[config.mk]
export PLATFORM = sky130hd
export DESIGN_NAME = hid_report_length_finder_flat
export DESIGN_NICKNAME = d
export VERILOG_FILES = /design/src/rtl/hrlf_pkg.sv /design/src/rtl/hrlf_req_if.sv /design/src/rtl/hrlf_rsp_if.sv /design/src/rtl/hrlf_csr_if.sv /design/src/rtl/hrlf_csr.sv /design/src/rtl/hrlf_parser.sv /design/src/rtl/hid_report_length_finder.sv /design/src/flat_wrapper.sv
export SDC_FILE = /design/constraint.sdc
export NUM_CORES = 1
export LEC_CHECK = 0
export BUFFER_PORTS_ARGS = -buffer_cell sky130_fd_sc_hd__buf_4
export CAP_MARGIN = 20
export CELL_PAD_IN_SITES_DETAIL_PLACEMENT = 1
export CELL_PAD_IN_SITES_GLOBAL_PLACEMENT = 2
export CORE_MARGIN = 1.5
export CORE_UTILIZATION = 36
export CTS_BUF_LIST = sky130_fd_sc_hd__clkbuf_8
export DETAILED_ROUTE_END_ITERATION = 10
export PLACE_DENSITY = 0.83
export SLEW_MARGIN = 40
export SYNTH_ARGS = -nofsm -noshare
export SYNTH_HDL_FRONTEND = slang
export SYNTH_HIERARCHICAL = 1
export SYNTH_SLANG_ARGS = --single-unit
[constraint.sdc]
create_clock -name clock -period 6.3 [get_ports clock]
set_input_delay 1.26 -clock clock [delete_from_list [all_inputs] [get_ports clock]]
set_output_delay 1.26 -clock clock [all_outputs]
set_load 0.01 [all_outputs]
[src/rtl/hrlf_pkg.sv]
`default_nettype none

package hrlf_pkg;

   // Descriptor type codes and fixed lengths
   localparam logic [7:0] TYPE_INTERFACE    = 8'h04;
   localparam logic [7:0] TYPE_HID          = 8'h21;
   localparam logic [7:0] TYPE_REPORT       = 8'h22;
   localparam logic [7:0] MIN_INTERFACE_LEN = 8'd9;
   localparam logic [7:0] HID_HEAD_LEN      = 8'd6;
   localparam logic [9:0] ENTRY_LEN         = 10'd3;

   // Byte offsets inside a descriptor
   localparam logic [7:0] OFF_LENGTH      = 8'd0;
   localparam logic [7:0] OFF_TYPE        = 8'd1;
   localparam logic [7:0] OFF_IF_NUMBER   = 8'd2;
   localparam logic [7:0] OFF_ALT_SETTING = 8'd3;
   localparam logic [7:0] OFF_NUM_ENTRIES = 8'd5;

   // Position of a byte inside a class descriptor entry
   localparam logic [1:0] SUB_TYPE = 2'd0;
   localparam logic [1:0] SUB_LOW  = 2'd1;
   localparam logic [1:0] SUB_HIGH = 2'd2;

   typedef enum logic [1:0] {
      STATUS_FOUND     = 2'd0,
      STATUS_NOT_FOUND = 2'd1,
      STATUS_MALFORMED = 2'd2,
      STATUS_TOO_LARGE = 2'd3
   } scan_status_type;

   typedef enum logic {
      REG_TOTAL_LENGTH = 1'b0,
      REG_IFACE_ID     = 1'b1
   } csr_reg_type;

   // Live configuration seen by the parser
   typedef struct packed {
      logic [15:0] total_length;
      logic [7:0]  iface_id;
   } cfg_type;

   // Outcome of one processed byte
   typedef struct packed {
      logic            hit;
      logic [15:0]     report_length;
      scan_status_type scan_status;
   } result_type;

endpackage

`default_nettype wire

[src/rtl/hrlf_req_if.sv]
`default_nettype none

interface hrlf_req_if;
   logic       valid;
   logic       ready;
   logic [7:0] data_byte;
   logic       scan_start;

   modport source (output valid, output data_byte, output scan_start, input ready);
   modport sink (input valid, input data_byte, input scan_start, output ready);
endinterface

`default_nettype wire

[src/rtl/hrlf_rsp_if.sv]
`default_nettype none

interface hrlf_rsp_if;
   logic        valid;
   logic        ready;
   logic [15:0] report_length;
   logic [1:0]  scan_status;

   modport source (output valid, output report_length, output scan_status, input ready);
   modport sink (input valid, input report_length, input scan_status, output ready);
endinterface

`default_nettype wire

[src/rtl/hrlf_csr_if.sv]
`default_nettype none

interface hrlf_csr_if;
   logic        valid;
   logic        ready;
   logic        reg_index;
   logic [15:0] write_data;

   modport source (output valid, output reg_index, output write_data, input ready);
   modport sink (input valid, input reg_index, input write_data, output ready);
endinterface

`default_nettype wire

[src/rtl/hrlf_csr.sv]
`default_nettype none

module hrlf_csr (
   input  wire logic       clock,
   input  wire logic       reset,
   hrlf_csr_if.sink        csr_ch,
   output hrlf_pkg::cfg_type cfg
);
   import hrlf_pkg::*;

   logic [15:0] total_length_ff;
   logic [15:0] total_length_in;
   logic [7:0]  iface_id_ff;
   logic [7:0]  iface_id_in;

   // Always take writes
   assign csr_ch.ready = 1'b1;

   // Decode the register index
   always_comb begin
      total_length_in = total_length_ff;
      iface_id_in     = iface_id_ff;
      if (csr_ch.valid) begin
         case (csr_reg_type'(csr_ch.reg_index))
            REG_TOTAL_LENGTH: total_length_in = csr_ch.write_data;
            REG_IFACE_ID:     iface_id_in     = csr_ch.write_data[7:0];
            default: ;
         endcase
      end
   end

   always_ff @(posedge clock) begin
      if (reset) begin
         total_length_ff <= '0;
         iface_id_ff     <= '0;
      end else begin
         total_length_ff <= total_length_in;
         iface_id_ff     <= iface_id_in;
      end
   end

   assign cfg.total_length = total_length_ff;
   assign cfg.iface_id     = iface_id_ff;

endmodule

`default_nettype wire

[src/rtl/hrlf_parser.sv]
`default_nettype none

module hrlf_parser #(
   parameter int unsigned MAX_CONFIG_BYTES = 512
) (
   input  wire logic          clock,
   input  wire logic          reset,
   input  wire logic          step,
   input  wire logic [7:0]    data_byte,
   input  wire logic          scan_start,
   input  hrlf_pkg::cfg_type  cfg,
   output hrlf_pkg::result_type result
);
   import hrlf_pkg::*;

   localparam logic [15:0] MAX_BYTES = 16'(MAX_CONFIG_BYTES);

   logic [15:0] pos_ff, pos_in, cur_pos;
   logic [7:0]  off_ff, off_in, cur_off, off_next;
   logic [7:0]  size_ff, size_in, cur_size;
   logic [7:0]  type_ff, type_in, cur_type;
   logic        sel_ff, sel_in, cur_sel;
   logic        matched_ff, matched_in, cur_matched;
   logic [7:0]  count_ff, count_in, cur_count;
   logic [7:0]  etype_ff, etype_in, cur_etype;
   logic [7:0]  elow_ff, elow_in, cur_elow;
   logic [1:0]  sub_ff, sub_in, cur_sub;
   logic        done_ff, done_in;
   logic        live;
   logic [9:0]  entries_end;

   // Start byte sees a cleared scan
   always_comb begin
      cur_pos     = scan_start ? '0 : pos_ff;
      cur_off     = scan_start ? '0 : off_ff;
      cur_size    = scan_start ? '0 : size_ff;
      cur_type    = scan_start ? '0 : type_ff;
      cur_sel     = scan_start ? 1'b0 : sel_ff;
      cur_matched = scan_start ? 1'b0 : matched_ff;
      cur_count   = scan_start ? '0 : count_ff;
      cur_etype   = scan_start ? '0 : etype_ff;
      cur_elow    = scan_start ? '0 : elow_ff;
      cur_sub     = scan_start ? '0 : sub_ff;
   end

   assign live        = scan_start || !done_ff;
   assign entries_end = 10'(HID_HEAD_LEN) + ENTRY_LEN * 10'(cur_count);

   // Walk one byte of the descriptor set
   always_comb begin
      pos_in               = cur_pos;
      off_in               = cur_off;
      off_next             = cur_off + 8'd1;
      size_in              = cur_size;
      type_in              = cur_type;
      sel_in               = cur_sel;
      matched_in           = cur_matched;
      count_in             = cur_count;
      etype_in             = cur_etype;
      elow_in              = cur_elow;
      sub_in               = cur_sub;
      done_in              = done_ff;
      result.hit           = 1'b0;
      result.report_length = '0;
      result.scan_status   = STATUS_NOT_FOUND;

      if (live) begin
         done_in = 1'b0;
         if (scan_start && cfg.total_length > MAX_BYTES) begin
            result.hit         = 1'b1;
            result.scan_status = STATUS_TOO_LARGE;
         end else if (scan_start && cfg.total_length < 16'd2) begin
            result.hit         = 1'b1;
            result.scan_status = STATUS_NOT_FOUND;
         end else begin
            if (cur_off == OFF_LENGTH) begin
               size_in = data_byte;
               if (data_byte < 8'd2 ||
                   17'(cur_pos) + 17'(data_byte) > 17'(cfg.total_length)) begin
                  result.hit         = 1'b1;
                  result.scan_status = STATUS_MALFORMED;
               end
            end else if (cur_off == OFF_TYPE) begin
               type_in = data_byte;
               if ((data_byte == TYPE_INTERFACE && cur_size < MIN_INTERFACE_LEN) ||
                   (data_byte == TYPE_HID && cur_sel && cur_size < HID_HEAD_LEN)) begin
                  result.hit         = 1'b1;
                  result.scan_status = STATUS_MALFORMED;
               end
            end else if (cur_type == TYPE_INTERFACE) begin
               if (cur_off == OFF_IF_NUMBER) begin
                  matched_in = (data_byte == cfg.iface_id);
               end else if (cur_off == OFF_ALT_SETTING) begin
                  sel_in = cur_matched && data_byte == 8'd0;
               end
            end else if (cur_type == TYPE_HID && cur_sel) begin
               if (cur_off == OFF_NUM_ENTRIES) begin
                  count_in = data_byte;
                  sub_in   = SUB_TYPE;
                  if (10'(HID_HEAD_LEN) + ENTRY_LEN * 10'(data_byte) > 10'(cur_size)) begin
                     result.hit         = 1'b1;
                     result.scan_status = STATUS_MALFORMED;
                  end
               end else if (cur_off >= HID_HEAD_LEN) begin
                  // Track the byte's place inside its 3-byte entry
                  sub_in = (cur_sub == SUB_HIGH) ? SUB_TYPE : cur_sub + 2'd1;
                  if (10'(cur_off) < entries_end) begin
                     case (cur_sub)
                        SUB_TYPE: etype_in = data_byte;
                        SUB_LOW:  elow_in  = data_byte;
                        SUB_HIGH: begin
                           if (cur_etype == TYPE_REPORT) begin
                              result.hit           = 1'b1;
                              result.report_length = {data_byte, cur_elow};
                              result.scan_status   = STATUS_FOUND;
                           end
                        end
                        default: ;
                     endcase
                  end
               end
            end

            // Advance position; close the descriptor at its last byte
            if (!result.hit) begin
               pos_in = cur_pos + 16'd1;
               off_in = off_next;
               if (off_next >= size_in) begin
                  off_in = '0;
                  if (17'(pos_in) + 17'd2 > 17'(cfg.total_length)) begin
                     result.hit         = 1'b1;
                     result.scan_status = STATUS_NOT_FOUND;
                  end
               end
            end
         end
         if (result.hit) begin
            done_in = 1'b1;
         end
      end
   end

   always_ff @(posedge clock) begin
      if (reset) begin
         pos_ff     <= '0;
         off_ff     <= '0;
         size_ff    <= '0;
         type_ff    <= '0;
         sel_ff     <= 1'b0;
         matched_ff <= 1'b0;
         count_ff   <= '0;
         etype_ff   <= '0;
         elow_ff    <= '0;
         sub_ff     <= '0;
         done_ff    <= 1'b1;
      end else if (step) begin
         pos_ff     <= pos_in;
         off_ff     <= off_in;
         size_ff    <= size_in;
         type_ff    <= type_in;
         sel_ff     <= sel_in;
         matched_ff <= matched_in;
         count_ff   <= count_in;
         etype_ff   <= etype_in;
         elow_ff    <= elow_in;
         sub_ff     <= sub_in;
         done_ff    <= done_in;
      end
   end

`ifndef SYNTHESIS
   a_hit_only_live: assert property (@(posedge clock) disable iff (reset)
      result.hit |-> live)
      else $error("result raised while no scan is running");

   a_hit_ends_scan: assert property (@(posedge clock) disable iff (reset)
      step && result.hit |=> done_ff)
      else $error("scan still running after its result");

   a_offset_in_range: assert property (@(posedge clock) disable iff (reset)
      !done_ff |-> (off_ff == 8'd0 || off_ff < size_ff))
      else $error("descriptor offset past descriptor length");
`endif

endmodule

`default_nettype wire

[src/rtl/hid_report_length_finder.sv]
`default_nettype none

// A request passes the input register, then its result the result register, to rsp.
// Throughput: one request per cycle while the result register has room;
// one byte walk of short compare logic per cycle.
// Reset: synchronous, active high; the valid flags clear and the scan is idle
// until a request with scan_start arrives.
module hid_report_length_finder #(
   parameter int unsigned MAX_CONFIG_BYTES = 512
) (
   input wire logic  clock,
   input wire logic  reset,
   hrlf_req_if.sink  req_ch,
   hrlf_rsp_if.source rsp_ch,
   hrlf_csr_if.sink  csr_ch
);
   import hrlf_pkg::*;

   cfg_type    cfg;
   result_type result;

   logic        in_valid_ff;
   logic [7:0]  in_byte_ff;
   logic        in_start_ff;
   logic        advance;
   logic        rsp_valid_ff;
   logic        rsp_valid_in;
   logic [15:0] rsp_length_ff;
   logic [1:0]  rsp_status_ff;

   hrlf_csr u_csr (
      .clock  (clock),
      .reset  (reset),
      .csr_ch (csr_ch),
      .cfg    (cfg)
   );

   hrlf_parser #(
      .MAX_CONFIG_BYTES (MAX_CONFIG_BYTES)
   ) u_parser (
      .clock      (clock),
      .reset      (reset),
      .step       (advance),
      .data_byte  (in_byte_ff),
      .scan_start (in_start_ff),
      .cfg        (cfg),
      .result     (result)
   );

   // Process the held request once the result register has room
   assign advance      = in_valid_ff && (!rsp_valid_ff || rsp_ch.ready);
   assign req_ch.ready = !in_valid_ff || advance;

   // Input register
   always_ff @(posedge clock) begin
      if (reset) begin
         in_valid_ff <= 1'b0;
      end else if (req_ch.ready) begin
         in_valid_ff <= req_ch.valid;
      end
   end

   always_ff @(posedge clock) begin
      if (req_ch.ready && req_ch.valid) begin
         in_byte_ff  <= req_ch.data_byte;
         in_start_ff <= req_ch.scan_start;
      end
   end

   // Result register: load on a hit, drop once taken
   always_comb begin
      rsp_valid_in = rsp_valid_ff && !rsp_ch.ready;
      if (advance && result.hit) begin
         rsp_valid_in = 1'b1;
      end
   end

   always_ff @(posedge clock) begin
      if (reset) begin
         rsp_valid_ff <= 1'b0;
      end else begin
         rsp_valid_ff <= rsp_valid_in;
      end
   end

   always_ff @(posedge clock) begin
      if (advance && result.hit) begin
         rsp_length_ff <= result.report_length;
         rsp_status_ff <= result.scan_status;
      end
   end

   assign rsp_ch.valid         = rsp_valid_ff;
   assign rsp_ch.report_length = rsp_length_ff;
   assign rsp_ch.scan_status   = rsp_status_ff;

`ifndef SYNTHESIS
   a_hit_loads_rsp: assert property (@(posedge clock) disable iff (reset)
      advance && result.hit |=> rsp_valid_ff)
      else $error("hit did not load the result register");

   a_stalled_input_held: assert property (@(posedge clock) disable iff (reset)
      in_valid_ff && !advance |=> in_valid_ff)
      else $error("stalled request lost from the input register");

   a_length_zero_unless_found: assert property (@(posedge clock) disable iff (reset)
      rsp_valid_ff && rsp_status_ff != STATUS_FOUND |-> rsp_length_ff == 16'd0)
      else $error("nonzero length on a result other than found");
`endif

endmodule

`default_nettype wire

[src/flat_wrapper.sv]
// flat-port wrapper written by rule: the top's interface ports become plain ports
module hid_report_length_finder_flat import hrlf_pkg::*;
#(
   parameter int unsigned MAX_CONFIG_BYTES = 512
)
  (clock, reset, req_ch_valid, req_ch_data_byte, req_ch_scan_start, req_ch_ready, rsp_ch_valid, rsp_ch_report_length, rsp_ch_scan_status, rsp_ch_ready, csr_ch_valid, csr_ch_reg_index, csr_ch_write_data, csr_ch_ready);
  hrlf_req_if req_ch_i ();
  hrlf_rsp_if rsp_ch_i ();
  hrlf_csr_if csr_ch_i ();
  input wire logic clock;
  input wire logic reset;
  input wire logic [$bits(req_ch_i.valid)-1:0] req_ch_valid;
  input wire logic [$bits(req_ch_i.data_byte)-1:0] req_ch_data_byte;
  input wire logic [$bits(req_ch_i.scan_start)-1:0] req_ch_scan_start;
  output wire logic [$bits(req_ch_i.ready)-1:0] req_ch_ready;
  output wire logic [$bits(rsp_ch_i.valid)-1:0] rsp_ch_valid;
  output wire logic [$bits(rsp_ch_i.report_length)-1:0] rsp_ch_report_length;
  output wire logic [$bits(rsp_ch_i.scan_status)-1:0] rsp_ch_scan_status;
  input wire logic [$bits(rsp_ch_i.ready)-1:0] rsp_ch_ready;
  input wire logic [$bits(csr_ch_i.valid)-1:0] csr_ch_valid;
  input wire logic [$bits(csr_ch_i.reg_index)-1:0] csr_ch_reg_index;
  input wire logic [$bits(csr_ch_i.write_data)-1:0] csr_ch_write_data;
  output wire logic [$bits(csr_ch_i.ready)-1:0] csr_ch_ready;
  assign req_ch_i.valid = req_ch_valid;
  assign req_ch_i.data_byte = req_ch_data_byte;
  assign req_ch_i.scan_start = req_ch_scan_start;
  assign req_ch_ready = req_ch_i.ready;
  assign rsp_ch_valid = rsp_ch_i.valid;
  assign rsp_ch_report_length = rsp_ch_i.report_length;
  assign rsp_ch_scan_status = rsp_ch_i.scan_status;
  assign rsp_ch_i.ready = rsp_ch_ready;
  assign csr_ch_i.valid = csr_ch_valid;
  assign csr_ch_i.reg_index = csr_ch_reg_index;
  assign csr_ch_i.write_data = csr_ch_write_data;
  assign csr_ch_ready = csr_ch_i.ready;
  hid_report_length_finder #(.MAX_CONFIG_BYTES(MAX_CONFIG_BYTES)) u_core (.clock(clock), .reset(reset), .req_ch(req_ch_i), .rsp_ch(rsp_ch_i), .csr_ch(csr_ch_i));
endmodule
==> impl_results.md <==
- Synth top area share: 0.204
- Postcts setup bufs: 0
- Distinct cell type count after synthesis: 92
- Leak: between 4 and 5 nW
- Storage cell area: between 2000 and 3000 sq um
- H-Tree Depth: 4
- Hold Path Class: reg2reg
- CP required: 6.67 ns
- Multi-input logic area: 6160 sq um
- GRT overflow: 0
- Largest net degree at the start of global routing: between 80 and 90
- Vias post-DR: about 8100
- Routed Wire Length: ~30000 um
- Fin. max-slew vios: 0
- Max-Cap Viols: 0
- Mapped Nets: 1210
- Initial antenna violation count: 0
- Fin crit share: 0.874
- Worst-path cell chain: nor2b_1 -> ha_1 -> a21o_1 -> maj3_1 -> o21ai_0 -> o211ai_1 -> nand3_1 -> nand3_1 -> a21oi_1 -> nand2b_1 -> xnor2_1 -> ha_1 -> nand4_1 -> nor4_1 -> a21oi_1 -> a221oi_4 -> a221oi_4 -> o21ai_2 -> o21ai_0 -> a22o_1
- Die Width: 164 um
- DR DRC count: 0
- Die ar.: ~27000 sq um
- Nets@finish: 1245
- Startpoint Class: flop
- Setup crit end kind: flop
- Top delay family on crit path: compound AO/OA/AOI/OAI gates
- Die Span Y: ~160 um
- Worst-path clk slew: 0.08 ns
- CTS tree: done
- Max VDD drop: 0.160 mV
- Routability cong.: 0.812
- Hold path cells: 2
- Crit path arrival time: between 5 and 6 ns
- Port bufs: 50
- Post-DP HPWL: about 22000 um
- Pwr dens: about 190 nW/um^2
- Yosys synthesis warning count: 6
- DR iter-0 viols: 524
- Asr flop ratio synth: 0
- Area growth from synthesis to layout: 11.6%
- Reg2reg end: u_core/u_parser/pos_ff[8]
- # rows: slightly below 60
- Vias in the first global route: between 8000 and 9000
- Cell Area, Synth: 9320 sq um
- Min-Delay Startpoint: u_core/u_csr/total_length_ff[15]
- Final Hold Fails: 0
- Syn avg cell area: between 8 and 9 sq um
- Synth top cells by count: 101 x ha_1, 97 x nor2_1, 95 x dfxtp_1
- Layout cells sized above 1: 0.129
- PnR Total Power: about 1.9 mW
- Hold-fix buffers, CTS: 0
- # clock sinks: roughly 120
- R2R cell count: 20
- Outcome: finished, final reports clean
- Critical-path maximum fanout: 12
- Initial Util: 0.368
- ANT cells: 0
- Synth area leader: dfxtp_1
- Gr usage total: 0.230
- Top Ports: 52
- Tmin final: about 5.5 ns
- FF-to-FF Start: u_core/in_start_ff
- Cts bufs inserted: 17
- CP Buf/Inv Count: 0
- Yosys reg bits: 122
- WL/cell: 20.3 um
- CTS max path bufs: 2
- WHS Endpoint: u_core/u_csr/total_length_ff[15]
- CTS resizes: 0
- Worst setup slack for register-to-register paths: about 0.8 ns
- Setup Skew: approximately 0.013 ns
- Setup Viol. Count Final: 0
- First-pass GRT wire length: roughly 47000 um
- Critical path's largest stage delay: 0.49 ns
- Vias per inst: between 5 and 6
- Post-route setup TNS: 0 ns
- Count leader, synth: ha_1
- Post-route ant nets: 0
- Slowest CP cell: o21ai_2
- WS Path Type: reg2reg
- Area contributors post-synth: dfxtp_1 20%, ha_1 14%, edfxtp_1 8.7%
- DRT Pass-1 Iters: 5
- DP Worst Slack: roughly 0.8 ns
- Worst slew margin: 0.462
- Root Buffer: clkbuf_8
- Critical path depth: 20
- Fillers: about 3000
- Instance count of the mapped netlist: 1075
- Worst-Margin Slew: 0.806 ns
- Max Fclk: about 0.18 GHz
- Ys flop type: dfxtp_1
- RSZ-0062 raised after global routing: no
- Seq/Total Area, Yosys: 0.291
- Core Footprint: 25300 sq um
- EDFF count, synth: 27
- Worst Slack Setup Final: around 0.79 ns
- Clock Latency Late Sink: between 0.4 and 0.5 ns
worst min-delay path, stage by stage, from the launching register on:
cell and delay, ns:
dfxtp_1 0.32, nand2b_1 0.07, o21ai_1 0.05
cell usage in the layout, fill, tap and decap left out, types with 13 or more instances in the layout:
cell type,count
a21o_1,14
a21oi_1,47
a22o_1,25
a22oi_1,18
and2_1,13
buf_4,65
clkbuf_8,17
dfxtp_1,95
edfxtp_1,27
ha_1,101
inv_1,59
mux2i_1,18
nand2_1,66
nand2b_1,41
nand3_1,29
nand4_1,18
nor2_1,96
nor2b_1,19
nor3_1,24
nor4_1,14
o21ai_0,52
xnor2_1,47
xor2_1,20
report_power, final:
part	total (mW)	internal (mW)	switching (mW)
clock network	0.763	0.390	0.373
logic	0.340	0.136	0.204
registers	0.844	0.819	0.0242
per-stage QoR:
step	area, sq um	hold slack (ns)	cells	utilization
floorplan	9330	0.424	1075	-
global placement	9980	0.454	1421	0.394
detailed placement	9980	0.460	1421	0.394
CTS	10400	0.479	1453	0.410
global route	10400	0.499	1453	0.411
finish	10400	0.477	1453	0.411
worst max path at each step:
stage                  startpoint                              to  slack (ns)
2_1_floorplan  u_core/in_start_ff  u_core/rsp_ch.report_length[0]        0.19
3_3_place_gp   u_core/in_start_ff       u_core/u_parser/pos_ff[8]        1.01
3_5_place_dp   u_core/in_start_ff       u_core/u_parser/off_ff[2]        0.80
4_1_cts        u_core/in_start_ff       u_core/u_parser/off_ff[2]        0.81
5_1_grt        u_core/in_start_ff      u_core/u_parser/pos_ff[11]        0.24
6_report       u_core/in_start_ff       u_core/u_parser/pos_ff[8]        0.79
per-layer routing:
metal / track usage / vias to the layer above / part of all wire
li1: - / 3964 / -
met1: 0.330 / 3974 / 0.51
met2: 0.354 / 157 / 0.44
met3: 0.0396 / 26 / 0.035
met4: 0.0620 / 0 / 0.014
met5: 0 / - / 0
flip-flops by register name, indices dropped and copies added (netlist names):
signal and cells:
u_core/u_parser/elow_ff 8, u_core/u_csr/total_length_ff 16, u_core/rsp_ch.valid 1, u_core/rsp_ch.report_length 16, u_core/in_byte_ff 8, u_core/u_parser/pos_ff 16
u_core/rsp_ch.scan_status 2, u_core/in_valid_ff 1, u_core/in_start_ff 1, u_core/u_parser/done_ff 1, u_core/u_parser/etype_ff 8, u_core/u_csr/iface_id_ff 8
u_core/u_parser/count_ff 8, u_core/u_parser/size_ff 8, u_core/u_parser/matched_ff 1, u_core/u_parser/sub_ff 2, u_core/u_parser/off_ff 8, u_core/u_parser/type_ff 8
u_core/u_parser/sel_ff 1
logic make-up after synthesis:
family,Yosys count,share of synthesized area
other,1,0.000402
adder cells (fa/ha/maj),105,0.143
buffers and inverters,108,0.0506
multiplexers,19,0.0205
flip-flops,122,0.291
AND/OR/NAND/NOR,402,0.245
AO/OA/AOI/OAI,251,0.187
XOR/XNOR,67,0.0629
area by class of cell:
cell class	instances	share of cell area
Inverter	59	0.0213
Clock inverter	15	0.0168
Clock buffer	17	0.0225
Sequential cell	122	0.261
Multi-Input combinational cell	845	0.592
Timing Repair Buffer	65	0.0469
Tap cell	330	0.0397
Power figures use the tool's default switching activity.
